===== src/rtl/seglcd_pkg.sv =====
package seglcd_pkg;

  localparam int COM_LINES   = 4;
  localparam int SEG_LINES   = 12;
  localparam int COM_IDX_W   = 2;
  localparam int PHASE_W     = 3;
  localparam int CHAR_W      = 4;
  localparam int POS_W       = 3;
  localparam int GLYPH_W     = 8;
  localparam int IN_DATA_W   = 8;
  localparam int OUT_DATA_W  = 24;

  // Last legal glyph index (ampersand) and last legal digit position
  localparam logic [CHAR_W-1:0] CHAR_MAX = 4'd10;
  localparam logic [POS_W-1:0]  POS_MAX  = 3'd5;

  typedef enum logic {
    CMD_TICK  = 1'b0,
    CMD_WRITE = 1'b1
  } cmd_t;

  typedef logic [SEG_LINES-1:0] seg_row_t;

  // Low nibble drives the even segment, high nibble the odd one, bit k = COM row k
  function automatic logic [GLYPH_W-1:0] glyph(input logic [CHAR_W-1:0] ch);
    logic [GLYPH_W-1:0] g;
    case (ch)
      4'd0:    g = 8'h5F;
      4'd1:    g = 8'h06;
      4'd2:    g = 8'h6B;
      4'd3:    g = 8'h2F;
      4'd4:    g = 8'h36;
      4'd5:    g = 8'h3D;
      4'd6:    g = 8'h7A;
      4'd7:    g = 8'h07;
      4'd8:    g = 8'h7F;
      4'd9:    g = 8'h7F;
      4'd10:   g = 8'h80;
      default: g = 8'h00;
    endcase
    return g;
  endfunction

endpackage


===== src/rtl/segment_lcd_mux_driver_top.sv =====
// Multiplexed segment LCD driver for four COM lines and twelve segment lines at 1/4 duty.
// Each input word is either a refresh tick (tuser = 0) that advances the eight-phase
// drive cycle, or a glyph write (tuser = 1) that stores a digit 0-9 or an ampersand
// (index 10) at position 0-5 into the segment table. Every input word gives one output
// word holding the COM drive enables, COM levels and segment levels after that word,
// plus a reject flag set for a write with a bad character or position. After a write
// the pins are unchanged; new table contents appear at the next even phase. One word is
// taken per clock unless the output side stalls: the update is a single table row select
// into a result register, which holds while stalled. The table is blank after reset.
module segment_lcd_mux_driver_top (
  input  logic        clk,
  input  logic        rst,
  input  logic        s_tvalid,
  output logic        s_tready,
  input  logic [7:0]  s_tdata,   // [3:0] character, [6:4] position, [7] zero
  input  logic        s_tuser,   // [0] command
  output logic        m_tvalid,
  input  logic        m_tready,
  output logic [23:0] m_tdata    // [3:0] com_driven, [7:4] com_level,
                                 // [19:8] segment_lines, [20] rejected, [23:21] zero
);

  logic [seglcd_pkg::PHASE_W-1:0]   phase, phase_next;
  seglcd_pkg::seg_row_t             seg_table [seglcd_pkg::COM_LINES];
  seglcd_pkg::seg_row_t             seg_table_next [seglcd_pkg::COM_LINES];
  logic [seglcd_pkg::COM_LINES-1:0] com_drive, com_drive_next;
  logic [seglcd_pkg::COM_LINES-1:0] com_level, com_level_next;
  seglcd_pkg::seg_row_t             seg_out, seg_out_next;
  logic                             rejected, rejected_next;

  logic                             accept;
  seglcd_pkg::cmd_t                 cmd;
  logic [seglcd_pkg::CHAR_W-1:0]    character;
  logic [seglcd_pkg::POS_W-1:0]     position;
  logic [seglcd_pkg::COM_IDX_W-1:0] com_k, com_prev;
  logic [seglcd_pkg::GLYPH_W-1:0]   glyph_bits;
  logic [3:0]                       low_seg;

  assign s_tready  = !m_tvalid || m_tready;
  assign accept    = s_tvalid && s_tready;
  assign cmd       = seglcd_pkg::cmd_t'(s_tuser);
  assign character = s_tdata[3:0];
  assign position  = s_tdata[6:4];
  assign com_k     = phase[seglcd_pkg::PHASE_W-1:1];
  assign com_prev  = com_k - 1'b1;
  assign glyph_bits = seglcd_pkg::glyph(character);
  assign low_seg   = {position, 1'b0};

  always_comb begin
    phase_next     = phase;
    seg_table_next = seg_table;
    com_drive_next = com_drive;
    com_level_next = com_level;
    seg_out_next   = seg_out;
    rejected_next  = 1'b0;
    case (cmd)
      seglcd_pkg::CMD_TICK: begin
        if (!phase[0]) begin
          // float and raise the previous COM, pull COM k low, load row k
          com_drive_next[com_prev] = 1'b0;
          com_level_next[com_prev] = 1'b1;
          com_level_next[com_k]    = 1'b0;
          com_drive_next[com_k]    = 1'b1;
          seg_out_next             = seg_table[com_k];
        end else begin
          com_level_next[com_k] = 1'b1;
          seg_out_next          = ~seg_out;
        end
        phase_next = phase + 1'b1;
      end
      seglcd_pkg::CMD_WRITE: begin
        if (character > seglcd_pkg::CHAR_MAX || position > seglcd_pkg::POS_MAX) begin
          rejected_next = 1'b1;
        end else begin
          for (int r = 0; r < seglcd_pkg::COM_LINES; r++) begin
            seg_table_next[r][low_seg +: 2] = {glyph_bits[r+4], glyph_bits[r]};
          end
        end
      end
      default: begin
        rejected_next = 1'b0;
      end
    endcase
  end

  always_ff @(posedge clk) begin
    if (rst) begin
      phase     <= '0;
      com_drive <= '0;
      com_level <= '1;
      seg_out   <= '0;
      rejected  <= 1'b0;
      m_tvalid  <= 1'b0;
      for (int r = 0; r < seglcd_pkg::COM_LINES; r++) begin
        seg_table[r] <= '0;
      end
    end else begin
      if (accept) begin
        phase     <= phase_next;
        seg_table <= seg_table_next;
        com_drive <= com_drive_next;
        com_level <= com_level_next;
        seg_out   <= seg_out_next;
        rejected  <= rejected_next;
        m_tvalid  <= 1'b1;
      end else if (m_tready) begin
        m_tvalid <= 1'b0;
      end
    end
  end

  assign m_tdata = {3'b000, rejected, seg_out, com_level, com_drive};

endmodule


===== config.mk =====
export PLATFORM = sky130hd
export DESIGN_NAME = segment_lcd_mux_driver_top
export DESIGN_NICKNAME = d
export VERILOG_FILES = /design/src/rtl/seglcd_pkg.sv /design/src/rtl/segment_lcd_mux_driver_top.sv
export SDC_FILE = /design/constraint.sdc
export NUM_CORES = 1
export LEC_CHECK = 0
export ABC_AREA = 1
export CORE_MARGIN = 2
export CORE_UTILIZATION = 40
export CTS_CLUSTER_DIAMETER = 100
export DETAILED_ROUTE_END_ITERATION = 10
export DONT_BUFFER_PORTS = 1
export GPL_TIMING_DRIVEN = 0
export PLACE_DENSITY = 0.6
export SLEW_MARGIN = 25
export SYNTH_ARGS = -nofsm -noshare
export SYNTH_HDL_FRONTEND = slang
export SYNTH_SLANG_ARGS = --single-unit

===== constraint.sdc =====
create_clock -name clk -period 1.7 [get_ports clk]
set_input_delay 0.17 -clock clk [delete_from_list [all_inputs] [get_ports clk]]
set_output_delay 0.17 -clock clk [all_outputs]
set_load 0.1 [all_outputs]

### After elaboration in Yosys (flattened, before gate mapping)

Memories as Yosys holds them, arrays and structs flattened.
Cells that the tools add are included.

| cells by class | value |
|---|---|
| add/subtract/negate cells | 3 |
| order comparisons | 7 |
| shifts and indexed selects | 5 |
| mux-type cells | 17 |
| bitwise logic cells | 12 |
| reductions and logical operators | 10 |

Operators by type and width:

| cell | number |
|---|---|
| $bwmux 12 | 4 |
| $shiftx 2x6->12 | 4 |
| $mux 12 | 3 |
| $bmux 12 s2 | 1 |
| $not 12->12 | 1 |
| $or 4x4->4 | 3 |
| $shift 2x6->12 const A | 1 |
| $and 4x4->4 | 2 |
| $not 4->4 | 2 |
| $lt 2x3->1 const B | 2 |
| $mux 1 | 6 |
| $neg 4->6 | 1 |
| $reduce_and 3->1 | 2 |
| $demux 1 s2 | 2 |
| $ge 2x1->1 const B | 2 |
| $gt 4x4->1 const B | 1 |
| $mux 4 | 1 |
| $add 3x1->3 const B | 1 |
| $ge 3x3->1 const B | 1 |
| $gt 3x3->1 const B | 1 |
| $logic_and 1x1->1 | 3 |
| $not 1->1 | 3 |
| $not 2->3 | 1 |
| $logic_or 1x1->1 | 2 |
| 4 further kinds | 4 |

| word-level totals | value |
|---|---|
| register bits after elaboration | 73 |
| bits in read-only memories | 128 |
| input port bits | 13 |
| output and inout bits | 26 |
| word-level logic and storage cells | 65 |
| memories kept | 1 |

Memories:

| memory | words | bits a word | read ports | clocked after Yosys merged registers in | write ports | line | RTL |
|---|---|---|---|---|---|---|---|
| (name not given) | 16 | 8 | 1 | 0 | 0 | seglcd_pkg.sv:27 | `case (ch)` |

### Depth between registers and ports, before layout

Gate-level depths: netlist (run 1).

| logic depth | value |
|---|---|
| depth after elaboration | 8 |
| mapped depth | 12 |
| depth with buffers taken out | 12 |

### Least setup slack after synthesis (run 1)

Ideal clock, no wire load.

| path | value |
|---|---|
| path kind | flip-flop to flip-flop |
| start | register m_tvalid |
| end | register seg_table[0] (netlist name) |
| library setup time | 0.113 ns |
| data arrival time | 2.260 ns |
| data required time | 1.587 ns |
| path slack | -0.673 ns |
| stages on the path, launching flop included | 9 |
| buffers on the path | 1 |
| period minus slack after synthesis | 2.373 ns |
| cells stage by stage | dfxtp_1 -> nand2_2 -> nand2_2 -> nor2_2 -> nand3_4 -> nor2_4 -> buf_6 -> nor2_1 -> nor2_1 |

| between the ends | value |
|---|---|
| cells in the longest elaborated chain, start to end | 4 |

RTL lines:

| element | line | RTL |
|---|---|---|
| start, declared | segment_lcd_mux_driver_top.sv:17 | `output logic m_tvalid,` |
| start signal, assigned | segment_lcd_mux_driver_top.sv:93 | `m_tvalid <= 1'b0;` |
| start signal, assigned | segment_lcd_mux_driver_top.sv:105 | `m_tvalid <= 1'b1;` |
| start signal, assigned | segment_lcd_mux_driver_top.sv:107 | `m_tvalid <= 1'b0;` |
| $logic_not 1->1 | segment_lcd_mux_driver_top.sv:39 | `assign s_tready = !m_tvalid \|\| m_tready;` |
| $logic_or 1x1->1 | segment_lcd_mux_driver_top.sv:39 |  |
| net s_tready | segment_lcd_mux_driver_top.sv:14 | `output logic s_tready,` |
| $logic_and 1x1->1 | segment_lcd_mux_driver_top.sv:40 | `assign accept = s_tvalid && s_tready;` |
| $reduce_and 3->1 (no line) | - |  |
| end signal, assigned | segment_lcd_mux_driver_top.sv:100 | `seg_table <= seg_table_next;` |
| end, declared | segment_lcd_mux_driver_top.sv:24 | `seglcd_pkg::seg_row_t seg_table [seglcd_pkg::COM_LINES];` |

The timed path passes the listed nets, and every way through them passes these cells.
A chain may end at the register's enable or synchronous reset.

### Worst setup path after layout (run 1)

| path | value |
|---|---|
| start | register m_tvalid |
| end | register seg_table[16] (netlist name) |

The elaborated chain is that of the path after synthesis.

==> flow_metrics.env, run 1 <==
export IMPL_ys_async_sr_fraction_pct=0
export IMPL_first_pass_iters=4
export IMPL_setup_slack_ns=-0.0375
export IMPL_wl_per_cell_um=14.0
export IMPL_start_util_pct=41.4
export IMPL_dp_final_hpwl_um=7590
export IMPL_seq_area_frac_synth_pct=38.0
export IMPL_outcome="finished, violations left"
export IMPL_final_area_sq_um=4490
export IMPL_cts_max_level=3
export IMPL_syn_cell_area_sq_um=3850
export IMPL_io_pins=39
export IMPL_synth_adder_area_share_pct=3.25
export IMPL_postPlaceCellArea_sq_um=4030
export IMPL_numCtsBuffers=9
export IMPL_setup_viol=5
export IMPL_synth_mux_area_share_pct=0
export IMPL_finClkSkew_ns=0.00551
export IMPL_viasPerCell=4.80
export IMPL_grt_pass1_vias=3329
export IMPL_netlist_top_cells_area="dfxtp_1 (38%), nand2_1 (18%), nor2_1 (12%)"
export IMPL_worst_hold_slack_ns=0.0576
export IMPL_netlist_instances=599
export IMPL_p_per_area_nw_per_um2=887
export IMPL_synth_top_family_by_area="simple AND/OR/NAND/NOR gates"
export IMPL_synth_area_per_cell_sq_um=6.42
export IMPL_vdd_drop_max_v=0.000326
export IMPL_worstSetupPathType="flip-flop to flip-flop"
export IMPL_drv_slew=0
export IMPL_core_sq_um=9280
export IMPL_min_period_ns=1.74
export IMPL_ff_latch_area_sq_um=1470
export IMPL_antenna_found_initial=0
export IMPL_clk_pin_slew_ns=0.08
export IMPL_violations="setup timing"
export IMPL_synth_common_cells="nand2_1 (182), nor2_1 (127), dfxtp_1 (73), inv_1 (52), o21ai_0 (44)"
export IMPL_fill_cells=968
export IMPL_startpoint_type="flip-flop"
export IMPL_synth_edf_count=0
export IMPL_synth_ff_type="dfxtp_1"
export IMPL_grt_max_degree=13
export IMPL_root_buffer="clkbuf_8"
export IMPL_yosysUniqueCellTypes=26
export IMPL_yosysTopAreaCell="dfxtp_1"
export IMPL_gp_congestion=0.884
export IMPL_period_share_pct=102
export IMPL_fmax_mhz=576
export IMPL_cellLeakagePower_nw=2.07
export IMPL_multi_input_area_sq_um=2130
export IMPL_io_buffers=0
export IMPL_worst_pin_slew_ns=1.02
export IMPL_ys_seq_elements=73
export IMPL_drive_above_1_share_pct=14.2
export IMPL_crit_fanout=8
export IMPL_power_total_w=0.00398
export IMPL_yosysMostFrequentCell="nand2_1"
export IMPL_end_kind="flip-flop"
export IMPL_drtIter0Drc=196
export IMPL_antenna_left=0
export IMPL_clk_latency_ns=0.36
export IMPL_cts_tree="yes"
export IMPL_clk_path_buf_depth=2
export IMPL_synth_xor_area_share_pct=0
export IMPL_yosys_area_share_simple_pct=38.3
export IMPL_cts_sinks=73
export IMPL_hold_violations=0
export IMPL_nets=653
export IMPL_worst_ep_arrival_time_ns=2.00
export IMPL_gr_total_overflow=0
export IMPL_route_detailed_drc=0
export IMPL_rsz0062_at_grt="true"
export IMPL_die_x_um=102
export IMPL_vias=3667
export IMPL_wl_um=10700
export IMPL_synth_top_cell_area_share_pct=38.0
export IMPL_placementRows=35
export IMPL_die_y_um=102
export IMPL_synth_compound_area_share_pct=11.0
export IMPL_grtUsageTotal_pct=21.6
export IMPL_antenna_diode_count=0
export IMPL_slew_headroom_pct=31.8
export IMPL_maxCapViolCount=0
export IMPL_dieArea_sq_um=10400
export IMPL_ys_warn_count=0
export IMPL_required_ns=1.96
export IMPL_hold_path_class="primary input to flip-flop"
export IMPL_grt_pass1_wl_um=17100
export IMPL_dp_slack_ns=-0.260
export IMPL_synthToLayoutAreaGrowth_pct=16.6
critical path, stage by stage, from the launching register on:
cell and delay [ns]:
dfxtp_4 0.47, nand2_8 0.24, nand2_8 0.07, nor2_4 0.15, nand3_4 0.15, buf_4 0.18
nor2_4 0.17, nand2_1 0.08, nand2_1 0.09, nor2_1 0.04
per-stage QoR:
step,TNS [ns],std cells,utilization (%)
6_report,-0.100,764,48.3
2_1_floorplan,0,601,-
3_3_place_gp,-7.10,730,43.4
5_1_grt,-1.11,764,48.3
4_1_cts,-0.109,751,46.4
3_5_place_dp,-7.90,730,43.4
logic make-up (layout without fill, tap and decap cells):
| group | after synthesis | in the layout |
|---|---|---|
| AND/OR/NAND/NOR | 351 | 353 |
| AO/OA/AOI/OAI | 82 | 82 |
| buffers and inverters | 82 | 114 |
| flip-flops | 73 | 73 |
| adder cells (fa/ha/maj) | 10 | 10 |
| other | 1 | 3 |
layout make-up:
class                           instances  share of cell area (%)
Inverter                               56                    4.69
Sequential cell                        73                    32.7
Clock buffer                           12                    3.68
Timing Repair Buffer                   16                    3.07
Buffer                                 26                    3.63
Tap cell                              129                    3.60
Clock inverter                          4                    1.09
Multi-Input combinational cell        448                    47.5
sequential cells by signal, indices dropped and copies added (netlist names), named ones only:
| signal | flops |
|---|---|
| com_drive | 2 |
| com_level | 2 |
| phase | 3 |
| seg_out | 12 |
| m_tvalid | 1 |
| rejected | 1 |
| seg_table | 48 |
path summary, 6_finish.rpt:
kind,start,endpoint,slack [ns],depth (start not counted)
worst max register to register,m_tvalid,seg_table[16],-0.04,9
worst min register to register,seg_table[27],seg_table[27],0.47,2
worst min-delay path,s_tuser,flip-flop,0.06,4
worst max-delay path,m_tvalid,seg_table[16],-0.04,9
power by group:
group          internal [W]  total [W]  switching [W]
clock network      0.000799    0.00148       0.000682
registers           0.00175    0.00199       0.000241
logic              0.000141   0.000502       0.000360
total               0.00269    0.00398        0.00128
layout by cell type (no fill, tap or decap), drive strengths merged:
cell type    instances
a21oi               32
buf                 27
bufinv               1
clkbuf              25
clkinv               3
conb                 3
dfxtp               73
dlygate4sd3          2
ha                  10
inv                 56
nand2              191
nand3               20
nand4                5
nor2               136
nor3                 1
o21ai               44
o22ai                6
routing by layer:
metal  up-vias  wire, um  share of wire (%)  track usage, %
met2       112      4790                 45            35.0
li1       1907         -                  -               -
met4         0       218                2.0            6.46
met1      1630      5020                 47            28.5
met3        18       650                6.1            5.47
met5         -         0                  0               0
repair_timing:
item / in CTS / in global routing
cloned: 1 / 3
setup buffers: 2 / 10
hold buffers: 2 / 0
endpoints found under the hold margin: 2 / 0
endpoints found under the setup margin: 51 / 36
pin swaps: 5 / 12
resized for setup: 8 / 32
(Power assumes the default switching activity.)
==> run 2: changes to the inputs <==
SKIP_LAST_GASP = 1   (was default)
==> flow_metrics.env, run 2 (same netlist as run 1, synthesis figures left out) <==
export IMPL_startpoint_type="flip-flop"
export IMPL_drtIter0Drc=223
export IMPL_wl_per_cell_um=14.0
export IMPL_grtUsageTotal_pct=21.6
export IMPL_clk_path_buf_depth=2
export IMPL_min_period_ns=1.74
export IMPL_wl_met1_um=5110
export IMPL_viasPerCell=4.83
export IMPL_hold_path_class="primary input to flip-flop"
export IMPL_setup_viol=5
export IMPL_root_buffer="clkbuf_8"
export IMPL_required_ns=1.96
export IMPL_maxCapViolCount=0
export IMPL_numCtsBuffers=9
export IMPL_worst_hold_slack_ns=0.0545
export IMPL_p_clk_share_pct=37.2
export IMPL_gp_congestion=0.884
export IMPL_crit_buf_inv=1
export IMPL_p_per_area_nw_per_um2=887
export IMPL_die_y_um=102
export IMPL_ff_latch_area_sq_um=1470
export IMPL_slew_headroom_pct=31.8
export IMPL_vias=3691
export IMPL_antenna_left=0
export IMPL_multi_input_area_sq_um=2130
export IMPL_worstSetupPathType="flip-flop to flip-flop"
export IMPL_worstPathCellList="nand2_8 -> nand2_8 -> nor2_4 -> nand3_4 -> buf_4 -> nor2_4 -> nand2_1 -> nand2_1 -> nor2_1"
export IMPL_io_buffers=0
export IMPL_period_share_pct=102
export IMPL_met3_length_um=545
export IMPL_dr_wl_met2_um=4810
export IMPL_grt_pass1_vias=3329
export IMPL_start_util_pct=41.4
export IMPL_power_frac_comb_pct=12.6
export IMPL_cts_max_level=3
export IMPL_fmax_mhz=575
export IMPL_cellLeakagePower_nw=2.07
export IMPL_fill_cells=966
export IMPL_outcome="finished, violations left"
export IMPL_end_kind="flip-flop"
export IMPL_antenna_diode_count=0
export IMPL_biggestRegsByFlops="seg_table x48, seg_out x12, phase x3"
export IMPL_placementRows=35
export IMPL_power_internal_w=0.00269
export IMPL_worst_path_largest_cell_delay_ns=0.47
export IMPL_highest_layer="met4"
export IMPL_grt_pass1_wl_um=17100
export IMPL_grt_max_degree=13
export IMPL_dp_final_hpwl_um=7590
export IMPL_largest_register_ffs=48
export IMPL_io_pins=39
export IMPL_hold_violations=0
export IMPL_cts_tree="yes"
export IMPL_setup_slack_ns=-0.0388
export IMPL_pwr_share_seq_pct=50.2
export IMPL_route_detailed_drc=0
export IMPL_gr_total_overflow=0
export IMPL_crit_path_top_delay_cell="dfxtp_4"
export IMPL_swShare_pct=32.3
export IMPL_core_sq_um=9280
export IMPL_worst_pin_slew_ns=1.02
export IMPL_drv_slew=0
export IMPL_die_x_um=102
export IMPL_cts_sinks=73
export IMPL_violations="setup timing"
export IMPL_worst_ep_arrival_time_ns=2.00
export IMPL_switchingPower_w=0.00128
export IMPL_wl_um=10700
export IMPL_final_common_cell="nand2_1"
export IMPL_final_cell_mix="nand2_1 (171), nor2_1 (126), dfxtp_1 (70)"
export IMPL_crit_fanout=8
export IMPL_clk_latency_ns=0.36
export IMPL_cp_top_family="simple AND/OR/NAND/NOR gates"
export IMPL_antenna_found_initial=0
export IMPL_rsz0062_at_grt="true"
export IMPL_clk_pin_slew_ns=0.08
export IMPL_synthToLayoutAreaGrowth_pct=16.5
export IMPL_vdd_drop_max_v=0.000325
export IMPL_tns_ns=-0.0984
export IMPL_drive_above_1_share_pct=13.9
export IMPL_finClkSkew_ns=0.00471
export IMPL_dieArea_sq_um=10400
export IMPL_largest_register="seg_table"
export IMPL_nets=653
export IMPL_first_pass_iters=5
## run 2: cell counts in the layout (fill, tap and decap cells not counted)
Identical to the previous run, type by type.
## run 2: timing repair
item / in CTS / in global routing
gates resized for setup: 8 / 30
setup endpoints to repair: 51 / 36
pin swaps: 5 / 12
gates cloned: 1 / 3
hold buffers: 2 / 0
endpoints found under the hold margin: 2 / 0
buffers inserted: 2 / 10
## run 2: final cells by class
type / count / share of cell area (%)
clock buffers: 12 / 3.69
flip-flops and latches: 73 / 32.8
multi-input cells: 448 / 47.5
clock inverters: 4 / 1.09
well taps: 129 / 3.60
plain buffers: 26 / 3.63
repair buffers: 16 / 3.07
inverters: 56 / 4.69
## run 2: worst paths after layout
check | start | end | slack (ns) | cells after the start
worst max-delay path | m_tvalid | seg_table[16] | -0.04 | 9
worst min register to register | seg_table[27] | seg_table[27] | 0.47 | 2
worst min-delay path | s_tuser | flip-flop | 0.05 | 4
worst max register to register | m_tvalid | seg_table[16] | -0.04 | 9
## run 2: power groups by stage
stage | sequential (W) | clock (W) | combinational, W
finish | 0.00199 | 0.00148 | 0.000501
global route | 0.00200 | 0.00158 | 0.000558
CTS | 0.00199 | 0.00150 | 0.000467
detailed placement | 0.00203 | 0 | 0.000457
global placement | 0.00203 | 0 | 0.000452
floorplan | 0.00202 | 0 | 0.000351
## run 2: worst register-to-register path: cells and delay by family, from the launching register on
kind | cells | cell delay, ns
buf+inv | 1 | 0.18
flops | 1 | 0.47
simple gates | 8 | 0.99
## run 2: through the flow
step / area (sq um) / total power (W) / util (%) / std cells / worst slack [ns]
after floorplan: 3870 / 0.00238 / - / 601 / 0.00694
after global placement: 4030 / 0.00249 / 43.4 / 730 / -0.262
after detailed placement: 4030 / 0.00249 / 43.4 / 730 / -0.260
after CTS: 4310 / 0.00396 / 46.4 / 751 / -0.0260
after global routing: 4480 / 0.00414 / 48.3 / 764 / -0.108
final: 4480 / 0.00398 / 48.3 / 764 / -0.0388
## run 2: per-layer routing
layer  track usage, %  vias to the layer above
li1                 -                     1909
met2             35.0                       95
met5                0                        -
met4             6.46                        0
met1             28.5                     1669
met3             5.47                       18
==> run 3: changes to the inputs <==
--- a/constraint.sdc
+++ b/constraint.sdc
@@ -3,2 +3,2 @@
 set_output_delay 0.17 -clock clk [all_outputs]
-set_load 0.1 [all_outputs]
+set_load 0.02 [all_outputs]
==> flow_metrics.env, run 3 (same netlist as run 1, synthesis figures left out) <==
export IMPL_first_pass_iters=4
export IMPL_min_period_ns=1.55
export IMPL_crit_path_top_delay_cell="dfxtp_1"
export IMPL_io_pins=39
export IMPL_grt_util_met3_pct=6.22
export IMPL_die_x_um=102
export IMPL_largest_register_ffs=48
export IMPL_synthToLayoutAreaGrowth_pct=10.6
export IMPL_final_cell_mix="nand2_1 (180), nor2_1 (126), dfxtp_1 (71)"
export IMPL_start_util_pct=41.4
export IMPL_dieArea_sq_um=10400
export IMPL_wl_um=10300
export IMPL_p_per_area_nw_per_um2=854
export IMPL_ff2ff_path_depth=8
export IMPL_cts_max_level=3
export IMPL_viasPerCell=4.87
export IMPL_clk_pin_slew_ns=0.08
export IMPL_antenna_left=0
export IMPL_grt_pass1_wl_um=16600
export IMPL_die_y_um=102
export IMPL_startpoint_type="flip-flop"
export IMPL_placementRows=35
export IMPL_numCtsBuffers=9
export IMPL_worstPathCellList="inv_1 -> nand2_2 -> inv_1 -> clkbuf_4 -> nand2_1 -> nand2_1 -> o21ai_0 -> a21oi_1"
export IMPL_wl_per_cell_um=13.7
export IMPL_worst_ep_arrival_time_ns=1.79
export IMPL_cts_sinks=73
export IMPL_grt_max_degree=13
export IMPL_drtIter0Drc=135
export IMPL_core_sq_um=9280
export IMPL_cellLeakagePower_nw=1.98
export IMPL_cts_tree="yes"
export IMPL_antenna_diode_count=0
export IMPL_rsz0062_at_grt="true"
export IMPL_dp_slack_ns=-0.170
export IMPL_grt_pass1_vias=3303
export IMPL_outcome="complete, no violations"
export IMPL_end_kind="flip-flop"
export IMPL_drive_above_1_share_pct=9.69
export IMPL_period_share_pct=91.0
export IMPL_setup_viol=0
export IMPL_biggestRegsByFlops="seg_table x48, seg_out x12, phase x3"
export IMPL_vdd_drop_max_v=0.000421
export IMPL_worst_pin_slew_ns=0.737
export IMPL_final_area_sq_um=4250
export IMPL_min_path_cells=3
export IMPL_fmax_mhz=647
export IMPL_grt_busiest_layer="met2"
export IMPL_postPlaceCellArea_sq_um=4020
export IMPL_slew_headroom_pct=50.3
export IMPL_gp_congestion=0.868
export IMPL_use_met1_pct=26.5
export IMPL_worst_path_largest_cell_delay_ns=0.41
export IMPL_grtUsageTotal_pct=21.1
export IMPL_route_detailed_drc=0
export IMPL_antenna_found_initial=0
export IMPL_fill_cells=983
export IMPL_largest_register="seg_table"
export IMPL_setup_slack_ns=0.153
export IMPL_io_buffers=0
export IMPL_r2r_start="phase[2]"
export IMPL_hold_start="s_tvalid"
export IMPL_worstSetupPathType="flip-flop to flip-flop"
export IMPL_dp_final_hpwl_um=7690
export IMPL_crit_fanout=10
export IMPL_nets=638
export IMPL_maxCapViolCount=0
export IMPL_vias=3645
export IMPL_met2_usage_pct=35.1
export IMPL_root_buffer="clkbuf_8"
export IMPL_cp_startpoint="phase[2]"
export IMPL_hold_path_class="primary input to flip-flop"
export IMPL_hold_violations=0
export IMPL_gr_total_overflow=0
export IMPL_clk_latency_ns=0.36
export IMPL_drv_slew=0
export IMPL_required_ns=1.94
export IMPL_finClkSkew_ns=0.0121
export IMPL_clk_path_buf_depth=2
export IMPL_final_common_cell="nand2_1"
run 3: cell count changes in the layout (fill, tap and decap cells not counted), sizes merged:
cell         previous run  this run
clkinv                  3         4
buf                    27        15
clkinvlp                0         1
inv                    56        55
clkbuf                 25        23
dlygate4sd3             2         1
nor2                  136       134
run 3: layer usage:
metal	vias up	part of all wire, %	wire length (um)
li1	1888	-	-
met1	1668	47	4850
met2	76	46	4690
met3	13	5.5	567
met4	0	1.4	148
met5	-	0	0
run 3: layout make-up:
class | count | area [sq um] | share of cell area, %
Tap cell | 129 | 161 | 3.79
Timing Repair Buffer | 3 | 25.0 | 0.588
Multi-Input combinational cell | 446 | 2050 | 48.1
Inverter | 56 | 210 | 4.94
Clock buffer | 10 | 138 | 3.24
Clock inverter | 5 | 56.3 | 1.32
Buffer | 26 | 154 | 3.62
Sequential cell | 73 | 1460 | 34.4
run 3: timing repair:
item,CTS,global route
hold buffers,1,0
hold endpoints to repair,1,0
resized for setup,1,9
buffers inserted,0,2
pin swaps,0,1
endpoints found under the setup margin,10,20
run 3: metrics by stage:
stage	power, W	hold WS [ns]	utilization (%)	setup TNS, ns	instances
6_report	0.00363	0.0351	45.8	0	748
3_5_place_dp	0.00228	0.338	43.3	-3.21	730
5_1_grt	0.00379	0.0348	45.8	-0.0162	748
3_3_place_gp	0.00227	0.328	43.3	-2.64	730
2_1_floorplan	0.00216	0.325	-	0	601
4_1_cts	0.00365	0.0276	45.5	0	746
run 3: critical path, delay by kind of cell, from the launching register on:
kind                   cells  cell delay, ns
buffers and inverters      3            0.41
flip-flops                 1            0.41
AND/OR/NAND/NOR            3            0.30
AO/OA/AOI/OAI              2            0.30
run 3: final timing paths:
path,endpoint,slack [ns]
max reg2reg,seg_out[9],0.15
min reg2reg,rejected,0.47
max,seg_out[9],0.15
min,rejected,0.04
run 3: where the power goes:
part | switching (W) | leakage, nW | internal [W]
registers | 0.0000693 | 0.593 | 0.00175
clock network | 0.000682 | 0.0981 | 0.000707
logic | 0.000301 | 1.28 | 0.000120
total | 0.00105 | 1.98 | 0.00258
